File: config.mk
export PLATFORM = sky130hd
export DESIGN_NAME = frame_range_set_engine_flat
export DESIGN_NICKNAME = d
export VERILOG_FILES = /design/src/design/frse_pkg.sv /design/src/design/frse_if.sv /design/src/design/frame_range_set_engine.sv /design/src/flat_wrapper.sv
export VERILOG_INCLUDE_DIRS = /design/src /design/src/design
export SDC_FILE = /design/constraint.sdc
export NUM_CORES = 2
export LEC_CHECK = 0
export BUFFER_PORTS_ARGS = -buffer_cell sky130_fd_sc_hd__clkbuf_2
export CAP_MARGIN = 20
export CORE_ASPECT_RATIO = 0.8
export CORE_MARGIN = 2
export CORE_UTILIZATION = 55
export CTS_BUF_LIST = sky130_fd_sc_hd__clkbuf_4 sky130_fd_sc_hd__clkbuf_8
export CTS_CLUSTER_SIZE = 14
export DETAILED_ROUTE_END_ITERATION = 10
export GPL_ROUTABILITY_DRIVEN = 0
export PLACE_DENSITY = 0.72
export SYNTH_ARGS = -nofsm -noshare
export SYNTH_HDL_FRONTEND = slang
export SYNTH_SLANG_ARGS = --single-unit
File: constraint.sdc
create_clock -name i_clk -period 21.2 [get_ports i_clk]
set_clock_uncertainty 0.05 [all_clocks]
set_input_delay 4.24 -clock i_clk [delete_from_list [all_inputs] [get_ports i_clk]]
set_output_delay 4.24 -clock i_clk [all_outputs]
set_load 0.03 [all_outputs]
File: src/design/frame_range_set_engine_assert.svh
// Assertion macros for the frame range set engine
`ifndef FRAME_RANGE_SET_ENGINE_ASSERT_SVH
`define FRAME_RANGE_SET_ENGINE_ASSERT_SVH
// implication checked on every clock edge outside reset
`define FRSE_ASSERT_IMP(label, ante, cons) \
    label: assert property (@(posedge i_clk) disable iff (!i_rst_n) (ante) |-> (cons)) \
        else $error("frse check failed");
// next-cycle implication
`define FRSE_ASSERT_NXT(label, ante, cons) \
    label: assert property (@(posedge i_clk) disable iff (!i_rst_n) (ante) |=> (cons)) \
        else $error("frse check failed");
`endif

File: src/design/frse_pkg.sv
`timescale 1ns / 1ps
package frse_pkg;
    localparam logic CMD_ADD   = 1'b0;
    localparam logic CMD_QUERY = 1'b1;
    localparam logic ST_OK     = 1'b0;
    localparam logic ST_FULL   = 1'b1;

    typedef struct packed {
        logic        cmd;
        logic [31:0] range_low;
        logic [31:0] range_high;
        logic [31:0] query_index;
    } t_in_beat;

    typedef struct packed {
        logic        status;
        logic        is_covered;
        logic        position_valid;
        logic [31:0] frame_position;
        logic        frame_valid;
        logic [31:0] frame_at_position;
        logic [32:0] total_frames;
        logic [4:0]  ranges_held;
    } t_out_beat;
endpackage

File: src/design/frse_if.sv
`timescale 1ns / 1ps
interface frse_in_if;
    logic                valid;
    logic                ready;
    frse_pkg::t_in_beat  data;
    modport source (output valid, output data, input ready);
    modport sink   (input valid, input data, output ready);
endinterface

interface frse_out_if;
    logic                valid;
    logic                ready;
    frse_pkg::t_out_beat data;
    modport source (output valid, output data, input ready);
    modport sink   (input valid, input data, output ready);
endinterface

File: src/design/frame_range_set_engine.sv
`timescale 1ns / 1ps
// One item at a time: each item walks the stored ranges (at most MAX_RANGES),
// reading one entry of the range memory at a time; adds rewrite the kept entries
// in place. A new item is accepted only after the previous result has been taken.
// Reset (synchronous, active low) empties the table; range memory is not cleared.
module frame_range_set_engine #(
    parameter int MAX_RANGES = 16,
    parameter int FRAME_BITS = 32
) (
    input  logic       i_clk,
    input  logic       i_rst_n,
    frse_in_if.sink    i_item,
    frse_out_if.source o_result
);
    localparam int IW = (MAX_RANGES > 1) ? $clog2(MAX_RANGES) : 1;
    localparam int CW = $clog2(MAX_RANGES + 1);
    localparam int FB = FRAME_BITS;
    localparam int LW = FB + 1;
    localparam int QW = (LW + 1 > 33) ? LW + 1 : 33;
    localparam logic signed [FB:0] ONE_X = (FB+1)'(1);

    typedef enum logic [2:0] {S_IDLE, S_RD, S_PROC, S_INS, S_WR, S_DONE} t_state;

    logic signed [FB-1:0] r_mem_s [MAX_RANGES];
    logic signed [FB-1:0] r_mem_e [MAX_RANGES];

    t_state               r_state;
    logic [CW-1:0]        r_count, r_rd, r_wr, r_merged;
    logic                 r_cmd, r_ins_done, r_ovalid;
    logic signed [FB-1:0] r_lo, r_hi, r_s, r_e;
    logic [31:0]          r_q;
    logic [LW-1:0]        r_acc;
    frse_pkg::t_out_beat  r_out;

    // frame conversion: sign-extend or wrap the 32-bit field
    function automatic logic signed [FB-1:0] to_frame(input logic [31:0] x);
        logic signed [63:0] w;
        w = {{32{x[31]}}, x};
        return w[FB-1:0];
    endfunction

    logic signed [FB:0] lo_x, hi_x, s_x, e_x;
    logic               apart, covered_here, hit_here, before_new;
    logic [LW-1:0]      len;
    logic [QW-1:0]      q_x;
    assign lo_x = {r_lo[FB-1], r_lo};
    assign hi_x = {r_hi[FB-1], r_hi};
    assign s_x  = {r_s[FB-1], r_s};
    assign e_x  = {r_e[FB-1], r_e};
    // shared compare unit: one stored range against the working range
    assign apart = (e_x + ONE_X < lo_x) || (s_x > hi_x + ONE_X);
    assign len   = LW'(e_x - s_x) + LW'(1);
    assign covered_here = (r_lo >= r_s) && (r_lo <= r_e);
    assign q_x   = QW'(r_q);
    assign hit_here = (q_x < QW'(len));
    assign before_new = (r_s < r_lo);

    assign i_item.ready   = (r_state == S_IDLE) && !r_ovalid;
    assign o_result.valid = r_ovalid;
    assign o_result.data  = r_out;

    // sequencer and datapath registers
    always_ff @(posedge i_clk) begin
        if (!i_rst_n) begin
            r_state  <= S_IDLE;
            r_count  <= '0;
            r_ovalid <= 1'b0;
        end else begin
            if (o_result.valid && o_result.ready) r_ovalid <= 1'b0;
            case (r_state)
                S_IDLE: begin
                    if (i_item.valid && i_item.ready) begin
                        r_cmd      <= i_item.data.cmd;
                        r_q        <= i_item.data.query_index;
                        r_rd       <= '0;
                        r_wr       <= '0;
                        r_merged   <= '0;
                        r_acc      <= '0;
                        r_ins_done <= 1'b0;
                        r_out      <= '0;
                        if (i_item.data.cmd == frse_pkg::CMD_ADD &&
                            $signed(to_frame(i_item.data.range_low)) >
                            $signed(to_frame(i_item.data.range_high))) begin
                            r_lo <= to_frame(i_item.data.range_high);
                            r_hi <= to_frame(i_item.data.range_low);
                        end else begin
                            r_lo <= to_frame(i_item.data.range_low);
                            r_hi <= to_frame(i_item.data.range_high);
                        end
                        r_state <= S_RD;
                    end
                end
                S_RD: begin
                    if (r_rd == r_count) begin
                        r_state <= S_DONE;
                    end else begin
                        r_s <= r_mem_s[r_rd[IW-1:0]];
                        r_e <= r_mem_e[r_rd[IW-1:0]];
                        r_state <= S_PROC;
                    end
                end
                S_PROC: begin
                    r_rd <= r_rd + 1'b1;
                    if (r_cmd == frse_pkg::CMD_QUERY) begin
                        r_acc <= r_acc + len;
                        r_state <= S_RD;
                        if (!r_out.is_covered && covered_here) begin
                            r_out.is_covered     <= 1'b1;
                            r_out.position_valid <= 1'b1;
                            r_out.frame_position <=
                                32'(r_acc + LW'($unsigned(r_lo - r_s)));
                        end
                        if (!r_out.frame_valid) begin
                            if (hit_here) begin
                                r_out.frame_valid       <= 1'b1;
                                r_out.frame_at_position <= 32'(r_s) + r_q;
                            end else begin
                                r_q <= 32'(q_x - QW'(len));
                            end
                        end
                    end else if (apart) begin
                        // kept entries are compacted in place
                        r_acc <= r_acc + len;
                        if (!before_new && !r_ins_done) r_state <= S_INS;
                        else r_state <= S_WR;
                    end else begin
                        if (r_s < r_lo) r_lo <= r_s;
                        if (r_e > r_hi) r_hi <= r_e;
                        r_merged <= r_merged + 1'b1;
                        r_state <= S_RD;
                    end
                end
                S_INS: begin
                    // a kept entry follows the new range; a later merge cannot
                    // reach past a kept entry, so the union is final here
                    if (r_count == CW'(MAX_RANGES) && r_merged == '0) begin
                        // dropped: finish the walk so the total covers every entry
                        r_out.status <= frse_pkg::ST_FULL;
                        r_ins_done <= 1'b1;
                        r_state <= S_WR;
                    end else begin
                        r_mem_s[r_wr[IW-1:0]] <= r_lo;
                        r_mem_e[r_wr[IW-1:0]] <= r_hi;
                        r_acc <= r_acc + LW'(hi_x - lo_x) + LW'(1);
                        r_wr <= r_wr + 1'b1;
                        r_ins_done <= 1'b1;
                        r_state <= S_WR;
                    end
                end
                S_WR: begin
                    // write back the kept entry while fetching the next one
                    r_mem_s[r_wr[IW-1:0]] <= r_s;
                    r_mem_e[r_wr[IW-1:0]] <= r_e;
                    r_wr <= r_wr + 1'b1;
                    if (r_rd == r_count) begin
                        r_state <= S_DONE;
                    end else begin
                        r_s <= r_mem_s[r_rd[IW-1:0]];
                        r_e <= r_mem_e[r_rd[IW-1:0]];
                        r_state <= S_PROC;
                    end
                end
                S_DONE: begin
                    if (r_cmd == frse_pkg::CMD_ADD && r_out.status == frse_pkg::ST_OK) begin
                        if (r_ins_done) begin
                            r_count <= r_wr;
                            r_out.total_frames <= 33'(r_acc);
                            r_out.ranges_held  <= 5'(r_wr);
                        end else if (r_count == CW'(MAX_RANGES) && r_merged == '0) begin
                            r_out.status       <= frse_pkg::ST_FULL;
                            r_out.total_frames <= 33'(r_acc);
                            r_out.ranges_held  <= 5'(r_count);
                        end else begin
                            r_mem_s[r_wr[IW-1:0]] <= r_lo;
                            r_mem_e[r_wr[IW-1:0]] <= r_hi;
                            r_count <= r_wr + 1'b1;
                            r_out.total_frames <= 33'(r_acc + LW'(hi_x - lo_x) + LW'(1));
                            r_out.ranges_held  <= 5'(r_wr + 1'b1);
                        end
                    end else begin
                        // queries and dropped adds: table untouched
                        r_out.total_frames <= 33'(r_acc);
                        r_out.ranges_held  <= 5'(r_count);
                    end
                    r_ovalid <= 1'b1;
                    r_state  <= S_IDLE;
                end
                default: r_state <= S_IDLE;
            endcase
        end
    end

    `include "frame_range_set_engine_assert.svh"
    `FRSE_ASSERT_IMP(a_count_bound, 1'b1, r_count <= CW'(MAX_RANGES))
    `FRSE_ASSERT_IMP(a_busy_not_ready, r_state != S_IDLE, !i_item.ready)
    `FRSE_ASSERT_NXT(a_done_gives_beat, r_state == S_DONE, r_ovalid)
    `FRSE_ASSERT_IMP(a_valid_flags, r_ovalid, r_out.is_covered == r_out.position_valid)
endmodule
File: src/flat_wrapper.sv
// flat-port wrapper written by rule: the top's interface ports become plain ports
module frame_range_set_engine_flat 
#(
    parameter int MAX_RANGES = 16,
    parameter int FRAME_BITS = 32
)
  (i_clk, i_rst_n, i_item_valid, i_item_data, i_item_ready, o_result_valid, o_result_data, o_result_ready);
  frse_in_if i_item_i ();
  frse_out_if o_result_i ();
  input  logic i_clk;
  input  logic i_rst_n;
  input wire logic [$bits(i_item_i.valid)-1:0] i_item_valid;
  input wire logic [$bits(i_item_i.data)-1:0] i_item_data;
  output wire logic [$bits(i_item_i.ready)-1:0] i_item_ready;
  output wire logic [$bits(o_result_i.valid)-1:0] o_result_valid;
  output wire logic [$bits(o_result_i.data)-1:0] o_result_data;
  input wire logic [$bits(o_result_i.ready)-1:0] o_result_ready;
  assign i_item_i.valid = i_item_valid;
  assign i_item_i.data = i_item_data;
  assign i_item_ready = i_item_i.ready;
  assign o_result_valid = o_result_i.valid;
  assign o_result_data = o_result_i.data;
  assign o_result_i.ready = o_result_ready;
  frame_range_set_engine #(.MAX_RANGES(MAX_RANGES), .FRAME_BITS(FRAME_BITS)) u_core (.i_clk(i_clk), .i_rst_n(i_rst_n), .i_item(i_item_i), .o_result(o_result_i));
endmodule
==> results.txt <==
DR pass1 iterations = 9
top cells by count, synth = edfxtp_1 (1,339), ha_1 (426), inv_1 (413)
library cells used by synthesis = 93
syn_nets = 5,546
Syn Inst Count = 4,952
post-synth top area share = 57.6%
Post-synth ARST share = 0%
initial antenna violation count = 5
Setup TNS = 0 ns
I/O pins = 209
port bufs = 208
DRT antenna net count = 0
row count = 116
Die Area = 130,000 µm²
Slew @ Worst Pin = 1.17 ns
number of hold buffers added after CTS = 0
Cell Area, Placed = 73,600 µm²
WL per Instance = 28.9 µm
Core ar. = 126,000 µm²
Final nets = 5,960
Seq cells post-synth = 1,348
syn_area_per_cell = 14.1 µm²
worst reg-to-reg path cell count = 20
Clock Sinks = 1,348
Final Critical Period = 7.85 ns
Reg area = 40,400 µm²
achievable frequency = 127 MHz
leakage power = 29.5 nW
CTS tree = done
final hold violations = 0
CTS root buf = clkbuf_8
post-DP HPWL = 139,000 µm
Tot GR Track Use = 32.0%
register area share after synthesis = 57.9%
Min-Delay Path Class = reg -> reg
vias in the first global route = 44,820
initial DRC count = 6,663
mean number of vias per cell = 6.40
Synth area leader = edfxtp_1
Peak supply drop = 74.5 µV
worst-path cell chain = clkbuf_2 -> inv_1 -> ha_1 -> nand4_1 -> nor4_2 -> inv_1 -> nor3_1 -> buf_4 -> o21a_1 -> o31ai_1 -> a31o_2 -> o211ai_1 -> buf_4 -> mux2i_1 -> o21ai_0
total wire length = 207,000 µm
WS Path Type = in -> reg
CP Data Required Time = 21.77 ns
Worst Setup Start Kind = input pin
most frequent cell after synthesis = edfxtp_1
TritonCTS Buffers = 203
Layout area overhead = 11.6%
PD cells = 133 nW/µm²
Setup Viol. Count Final = 0
Die X = 402 µm
status = finished, final reports clean
worst skew pair latency = 0.94 ns
setup bufs post-CTS = 0
Critical Path Max Stage Delay = 0.66 ns
post_cts resized = 0
post-route setup slack = 13.35 ns
RSZ-0062 raised after global routing = false
largest net degree at the start of global routing = 132
Core Util, Final = 62.0%
Crit-path slowest cell = buf_4
Hold Crit Depth = 2
via count = 45,968
residual DRC count = 0
slew margin rel. = 21.8%
max-cap viol count = 0
Area contributors post-synth = edfxtp_1 (58%), mux4_2 (10%), ha_1 (7.6%), inv_1 (2.2%), o21ai_0 (2.2%)
Initial Util = 55.6%
Main synth FF type = edfxtp_1
Chip Height = 323 µm
synth warn = 0
fillcell total = 9,206
first-pass GRT wire length = 298,000 µm
clock-pin slew on the worst setup and hold paths = 0.06 ns
CP arrival = 8.42 ns
layout cells sized above 1 = 19.4%
CP Max Fanout = 40
final worst-path cycle share = 37.0%
total grt overflow = 0
multi-input combinational cell area = 27,300 µm²
Cell Area, Synth = 69,800 µm²
H-tree levels = 4
Post-synth EDFFs = 1,339
Place WS = 12.49 ns
clk buf depth = 3
Max Slew Vio Count = 0
Final Cell Area = 77,900 µm²
Setup crit end kind = flip-flop
cell families after synthesis:
logic type,after synthesis,synth area share (%)
AOI/OAI and AO/OA,931,8.52
xor gates and xnor gates,248,3.11
muxes,394,11.4
DFF,1348,57.9
buffers and inverters,575,3.18
adders and majority gates,493,9.56
and+or+nand+nor,963,6.37
cell usage in the layout (no fill, tap or decap), types with 12 or more instances in the layout:
master,synthesis,routed
nand2b_1,30,30
bufinv_16,0,16
nand4_1,51,51
a21oi_1,217,217
edfxtp_1,1339,1339
o31ai_1,14,14
mux2i_1,74,74
clkbuf_4,0,58
o21ai_0,300,300
clkbuf_2,0,208
ha_1,426,426
nor4_1,13,12
a211oi_1,24,24
o21bai_1,23,23
a21o_1,154,154
clkinv_2,0,15
clkbuf_8,0,205
and3_1,25,24
nor3_1,55,50
mux4_2,320,320
clkinv_1,0,53
fa_1,67,67
or3_1,14,14
nand2_1,365,364
o211ai_1,16,16
xor2_1,85,85
a31oi_1,19,19
inv_1,413,412
o21a_1,35,35
nor2_4,0,12
nand3_1,87,87
or2_2,13,13
nor2_1,225,212
xnor2_1,163,163
nor2b_1,42,41
buf_4,2,159
per-layer routing:
| layer | track usage, % | vias up | wire [µm] |
|---|---|---|---|
| met4 | 11.5 | 4 | 7210 |
| met3 | 9.98 | 384 | 29000 |
| li1 | - | 19732 | - |
| met1 | 45.4 | 22855 | 81300 |
| met2 | 46.7 | 2993 | 89700 |
| met5 | 0 | - | 28 |
per-stage QoR:
stage	power, mW	cells	hold slack [ns]
finish	10.3	7180	0.491
global route	10.8	7178	0.503
CTS	10.2	7175	0.490
detailed placement	7.98	6812	0.478
global placement	7.88	6812	0.469
floorplan	6.67	4952	0.478
sequential cells by signal, indices dropped and copies added, names as in the netlist, 3 cells and up:
register and cells:
u_core.r_rd 5, u_core.r_merged 5, u_core.r_hi 32, u_core.r_q 32, u_core.r_mem_s 512, u_core.r_acc 33, u_core.r_mem_e 512, u_core.r_e 32
u_core.r_count 5, u_core.r_s 32, u_core.r_wr 5, u_core.o_result.data 105, u_core.r_lo 32, u_core.r_state 3
path summary, 6_finish.rpt:
path                                       startpoint                    end  slack, ns
worst max-delay path                  i_item_data[54]        u_core.r_lo[28]      13.35
worst min-delay path            u_core.o_result.valid  u_core.o_result.valid       0.49
worst max register to register        u_core.r_hi[14]        u_core.r_lo[18]      14.14
worst min register to register  u_core.o_result.valid  u_core.o_result.valid       0.49
area by class of cell:
class,count,share of cell area (%)
clock buffers,263,4.18
clock inverters,100,1.24
flip-flops and latches,1348,51.9
repair buffers,371,2.97
inverters,413,1.99
diodes,4,0.0129
multi-input cells,3029,35.1
well taps,1652,2.65
report_power, final:
| group | total (mW) | switching, mW | leakage [nW] | internal [mW] |
|---|---|---|---|---|
| Sequential | 3.56 | 0.222 | 12.3 | 3.34 |
| Combinational | 4.51 | 2.79 | 15.0 | 1.72 |
| Clock | 2.25 | 1.05 | 2.19 | 1.21 |
| Total | 10.3 | 4.06 | 29.5 | 6.26 |
worst max-delay path: cells and delay by family:
kind / cells / cell delay (ns)
AOI/OAI and AO/OA: 5 / 0.83
adders and majority gates: 1 / 0.51
buffers and inverters: 5 / 1.15
muxes: 1 / 0.33
and+or+nand+nor: 3 / 1.30
Power figures use the tool's default switching activity.
